File: config.mk
export PLATFORM = sky130hd
export DESIGN_NAME = tcgr_ctrl
export DESIGN_NICKNAME = d
export VERILOG_FILES = /design/src/design/tcgr_pkg.sv /design/src/design/tcgr_ctrl.sv
export SDC_FILE = /design/constraint.sdc
export NUM_CORES = 1
export LEC_CHECK = 0
export BUFFER_PORTS_ARGS = -buffer_cell sky130_fd_sc_hd__buf_2
export CELL_PAD_IN_SITES_DETAIL_PLACEMENT = 1
export CELL_PAD_IN_SITES_GLOBAL_PLACEMENT = 2
export CORE_MARGIN = 4
export CORE_UTILIZATION = 30
export DETAILED_ROUTE_END_ITERATION = 8
export GPL_ROUTABILITY_DRIVEN = 0
export PLACE_DENSITY = 0.81
export SLEW_MARGIN = 20
export SYNTH_ARGS = -nofsm -noshare
export SYNTH_HDL_FRONTEND = slang
export SYNTH_SLANG_ARGS = --single-unit
export TNS_END_PERCENT = 100
File: constraint.sdc
create_clock -name i_clk -period 2.5 [get_ports i_clk]
set_input_delay 0.375 -clock i_clk [delete_from_list [all_inputs] [get_ports i_clk]]
set_output_delay 0.375 -clock i_clk [all_outputs]
set_load 0.005 [all_outputs]
File: src/design/tcgr_pkg.sv
`timescale 1ns / 1ps
`default_nettype none
package tcgr_pkg;

    // Character codes and item kinds
    localparam logic [7:0] CHAR_CR    = 8'd13;
    localparam logic [7:0] CHAR_LF    = 8'd10;
    localparam logic       KIND_LOAD  = 1'b0;
    localparam logic       KIND_DRAW  = 1'b1;

    // Column limit is screen width minus this many glyph widths
    localparam int COL_MARGIN_GLYPHS = 22;
    // 32-bit pixels: byte offset of a pixel is its index shifted by two
    localparam int PIXEL_SHIFT = 2;
    // Width of a font store offset before reduction (glyph * stride or load address)
    localparam int OFFSET_W = 14;

    // Register reset values
    localparam logic [31:0] RST_FB_BASE = 32'd0;
    localparam logic [11:0] RST_SCR_W   = 12'd1024;
    localparam logic [11:0] RST_SCR_H   = 12'd768;
    localparam logic [13:0] RST_PITCH   = 14'd4096;
    localparam logic [3:0]  RST_GLYPH_W = 4'd8;
    localparam logic [5:0]  RST_GLYPH_H = 6'd16;
    localparam logic [8:0]  RST_GCOUNT  = 9'd256;
    localparam logic [5:0]  RST_GSTRIDE = 6'd16;

    typedef enum logic [2:0] {
        CFG_FB_BASE  = 3'd0,
        CFG_SCR_W    = 3'd1,
        CFG_SCR_H    = 3'd2,
        CFG_PITCH    = 3'd3,
        CFG_GLYPH_W  = 3'd4,
        CFG_GLYPH_H  = 3'd5,
        CFG_GCOUNT   = 3'd6,
        CFG_GSTRIDE  = 3'd7
    } t_cfg_reg;

    typedef struct packed {
        logic        kind;
        logic [7:0]  char_code;
        logic [12:0] store_addr;
        logic [7:0]  store_byte;
    } t_in_item;

    typedef struct packed {
        logic        write_valid;
        logic [31:0] row_address;
        logic [7:0]  row_bits;
        logic        last;
        logic [11:0] cursor_col;
        logic [11:0] cursor_row;
    } t_out_item;

    // Controller to datapath
    typedef struct packed {
        logic accept;
        logic mod_step;
        logic mem_we;
        logic mul;
        logic base;
        logic cursor;
        logic prefetch;
        logic advance;
        logic show_write;
        logic show_resp;
    } t_cmd;

    // Datapath to controller
    typedef struct packed {
        logic step_zero;
        logic is_load;
        logic is_ctrl;
        logic rows_zero;
        logic last_row;
    } t_status;

    // Pixel mask for a glyph width (white where a bit is set)
    function automatic logic [7:0] glyph_mask(input logic [3:0] gw);
        logic [7:0] m;
        if (gw == 4'd0) begin
            m = 8'h00;
        end else if (gw >= 4'd8) begin
            m = 8'hFF;
        end else begin
            m = 8'((9'd1 << gw) - 9'd1);
        end
        return m;
    endfunction

endpackage
`default_nettype wire

File: src/design/tcgr_ctrl.sv
`timescale 1ns / 1ps
`default_nettype none
module tcgr_ctrl
    import tcgr_pkg::*;
(
    input  wire logic    i_clk,
    input  wire logic    i_rst_n,
    input  wire logic    i_in_valid,
    input  wire logic    i_out_stall,
    input  wire t_status i_status,
    output logic         o_in_stall,
    output logic         o_out_valid,
    output t_cmd         o_cmd
);

    typedef enum logic [8:0] {
        S_IDLE = 9'b000000001,
        S_MOD  = 9'b000000010,
        S_WR   = 9'b000000100,
        S_MUL  = 9'b000001000,
        S_BASE = 9'b000010000,
        S_CURS = 9'b000100000,
        S_PRE  = 9'b001000000,
        S_EMIT = 9'b010000000,
        S_RESP = 9'b100000000
    } t_state;

    t_state r_state, n_state;

    // State register
    always_ff @(posedge i_clk) begin
        if (!i_rst_n) begin
            r_state <= S_IDLE;
        end else begin
            r_state <= n_state;
        end
    end

    // Sequencing and commands
    always_comb begin
        n_state = r_state;
        o_cmd   = '0;
        unique case (r_state)
            S_IDLE: begin
                if (i_in_valid) begin
                    o_cmd.accept = 1'b1;
                    n_state      = S_MOD;
                end
            end
            S_MOD: begin
                o_cmd.mod_step = 1'b1;
                if (i_status.step_zero) begin
                    if (i_status.is_load) begin
                        n_state = S_WR;
                    end else if (i_status.is_ctrl) begin
                        n_state = S_CURS;
                    end else begin
                        n_state = S_MUL;
                    end
                end
            end
            S_WR: begin
                o_cmd.mem_we = 1'b1;
                n_state      = S_RESP;
            end
            S_MUL: begin
                o_cmd.mul = 1'b1;
                n_state   = S_BASE;
            end
            S_BASE: begin
                o_cmd.base = 1'b1;
                n_state    = S_CURS;
            end
            S_CURS: begin
                o_cmd.cursor = 1'b1;
                if (i_status.is_ctrl || i_status.rows_zero) begin
                    n_state = S_RESP;
                end else begin
                    n_state = S_PRE;
                end
            end
            S_PRE: begin
                o_cmd.prefetch = 1'b1;
                n_state        = S_EMIT;
            end
            S_EMIT: begin
                o_cmd.show_write = 1'b1;
                if (!i_out_stall) begin
                    if (i_status.last_row) begin
                        n_state = S_IDLE;
                    end else begin
                        o_cmd.advance = 1'b1;
                    end
                end
            end
            S_RESP: begin
                o_cmd.show_resp = 1'b1;
                if (!i_out_stall) begin
                    n_state = S_IDLE;
                end
            end
            default: begin
                n_state = S_IDLE;
            end
        endcase
    end

    assign o_in_stall  = (r_state != S_IDLE);
    assign o_out_valid = (r_state == S_EMIT) || (r_state == S_RESP);

endmodule
`default_nettype wire

==> metrics <==
peak supply drop=0.2241 mV; reg2reg start=r_state[6]; RSZ-0062 raised after global routing=false; most flop-heavy register=r_state; asr flop ratio synth=0; drt total wl=1.700 mm; minimum clock period=2.302 ns; most frequent cells after synthesis=11 x nor2_1, 9 x dfxtp_1, 4 x inv_1, 4 x nor4_1; beginning of the critical path=r_state[0]; clock network latency to the later pin of the worst-skew pair=0.27 ns; most numerous cell in the Yosys netlist=nor2_1; max reg flops=9; Total GRT Usage=0.1450; Final Cell Area=779.5 um^2; r2r setup slk=0.63 ns; clk sink count=9; maxcap violations=0; total negative setup slack=0 ns; Fmax achieved=0.4344 GHz; kind of critical path=register to primary output; Detailed Route Iter0 Violations=9; Top FF cell, synth=dfxtp_1; initial antenna violation count=0; die area=0.002944 mm^2; H-tree levels=1; Clock Skew=0.002792 ns; area of the multi-input gates=424.2 um^2; CTS root buf=clkbuf_4; Routed Antenna Nets=0; ranking of synthesized cells by area=dfxtp_1 28%, nor4_4 6.6%, nor2_1 6.4%; Post-DP Area=753.2 um^2; fillcell total=264; first-pass GRT wire length=2.911 mm; Clock Pin Slew Worst Setup and Hold Paths=0.06 ns; Initial Utilization=0.3206; top flop regs=r_state (9); worst hold start=i_status[3]; crit-path max FO=7; slowest stage delay, CP=0.47 ns; core box area=0.002002 mm^2; status=finished clean; register area=180.2 um^2; worst hold slack=0.2882 ns; period utilization=0.9209; final setup fails=0; Worst EP required=2.12 ns; Pre-Repair DR Iteration Count=4; CTS tree=built; crit path cell chain=or3_4 > nor4_2 > and2_1 > nor3b_1 > buf_2; Antenna Cells=0; flip-flop and latch count after synthesis=9; vias in the first global route=614; hold_buf cts=0; Syn Nets=81; Yosys cell types=35; P per Cell Area=431.5 mW/mm^2; DPL Wire Length=1.342 mm; DR WL/cell=14.17 um; Die X=54.26 um; clock buffer count from CTS=3; sequential element share of the synthesized area=0.2807; nets=103; EDFF count, synth=0; Leakage=0.0003445 uW; I/O Pins=21; port bufs=20; CTS max path bufs=2; Worst Hold Class=primary input to register; synthesis-to-layout area growth=21.44%; layout cells sized above 1=0.3441; die height=54.26 um; Final Max Slew Viols=0; total grt overflow=0; Final Hold Vio Count=0; post-CTS setup buffer count=0; Post-Syn Area per Cell=8.915 um^2; slowest CP cell=or3_4; Yosys top cell by area=dfxtp_1; CP endpoint kind=primary output; synth warn=0; worst slew pin tran=0.3788 ns; cells after synthesis=72; vias=631; Synth top area share=0.2807; DRC=0; Netlist Area Pre-Place=641.9 um^2; Startpoint Class=register; Cell Rows=16; largest net degree at the start of global routing=10; routed vias/inst=5.258; crit path DAT=1.93 ns; post-CTS sizing=0; Worst slew margin=0.7451
-- routing by layer --
metal / track usage / vias to the layer above / wire length, um
met1: 0.1680 / 294 / 772
met4: 0.09959 / 0 / 49
li1: - / 316 / -
met5: 0 / - / 0
met3: 0.06267 / 5 / 111
met2: 0.2131 / 16 / 767
-- worst max-delay path: cells and delay by family (launching register included) --
kind	cells	cell delay [ns]
flops	1	0.39
simple gates	4	1.13
buf+inv	1	0.14
-- stage by stage --
stage               setup WS [ns]  std cells  utilization  power [uW]
finish                     0.1979        120       0.3894       336.4
global route              0.05008        120       0.3894       358.0
CTS                        0.1634        120       0.3894       346.2
detailed placement         0.4664        116       0.3763       220.0
global placement           0.5520        116       0.3763       218.3
floorplan                  0.6695         72            -       196.4
-- layout make-up --
cell class | instances | area share
Inverter | 4 | 0.01926
Clock buffer | 4 | 0.03371
Timing Repair Buffer | 20 | 0.1284
Multi-Input combinational cell | 56 | 0.5441
Tap cell | 27 | 0.04334
Sequential cell | 9 | 0.2311
-- cell usage in the layout, fill, tap and decap left out, types with 2 or more instances in the layout --
cell type	synthesis	layout
o21a_1	2	2
nor4_4	2	2
dfxtp_1	9	9
nor4b_1	2	2
and3_1	3	3
buf_2	0	20
inv_1	4	4
nor4b_2	2	2
o31a_1	3	3
nor2_1	11	11
and2_1	2	2
clkbuf_4	0	3
nor3_1	2	2
xor2_1	2	2
nor4_1	4	4
nand2_1	2	2
nor3b_1	2	2
-- path summary, 6_finish.rpt --
path,endpoint,cells after the start
min,r_state[3],2
max,o_cmd[2],5
max reg2reg,r_state[6],5
min reg2reg,r_state[7],2
-- cell families (layout without fill, tap and decap cells) --
kind of cell,after synthesis,after routing,synth area share
compound gates,12,12,0.1481
xor+xnor,3,3,0.04094
buf+inv,7,28,0.05847
flops,9,9,0.2807
simple gates,41,41,0.4717
-- power by group --
group	leakage (uW)	switching, uW	internal (uW)
logic	0.000257	33.7	27.2
registers	0.0000730	8.12	147
clock network	0.0000150	58.0	61.9
(Power assumes the default switching activity.)
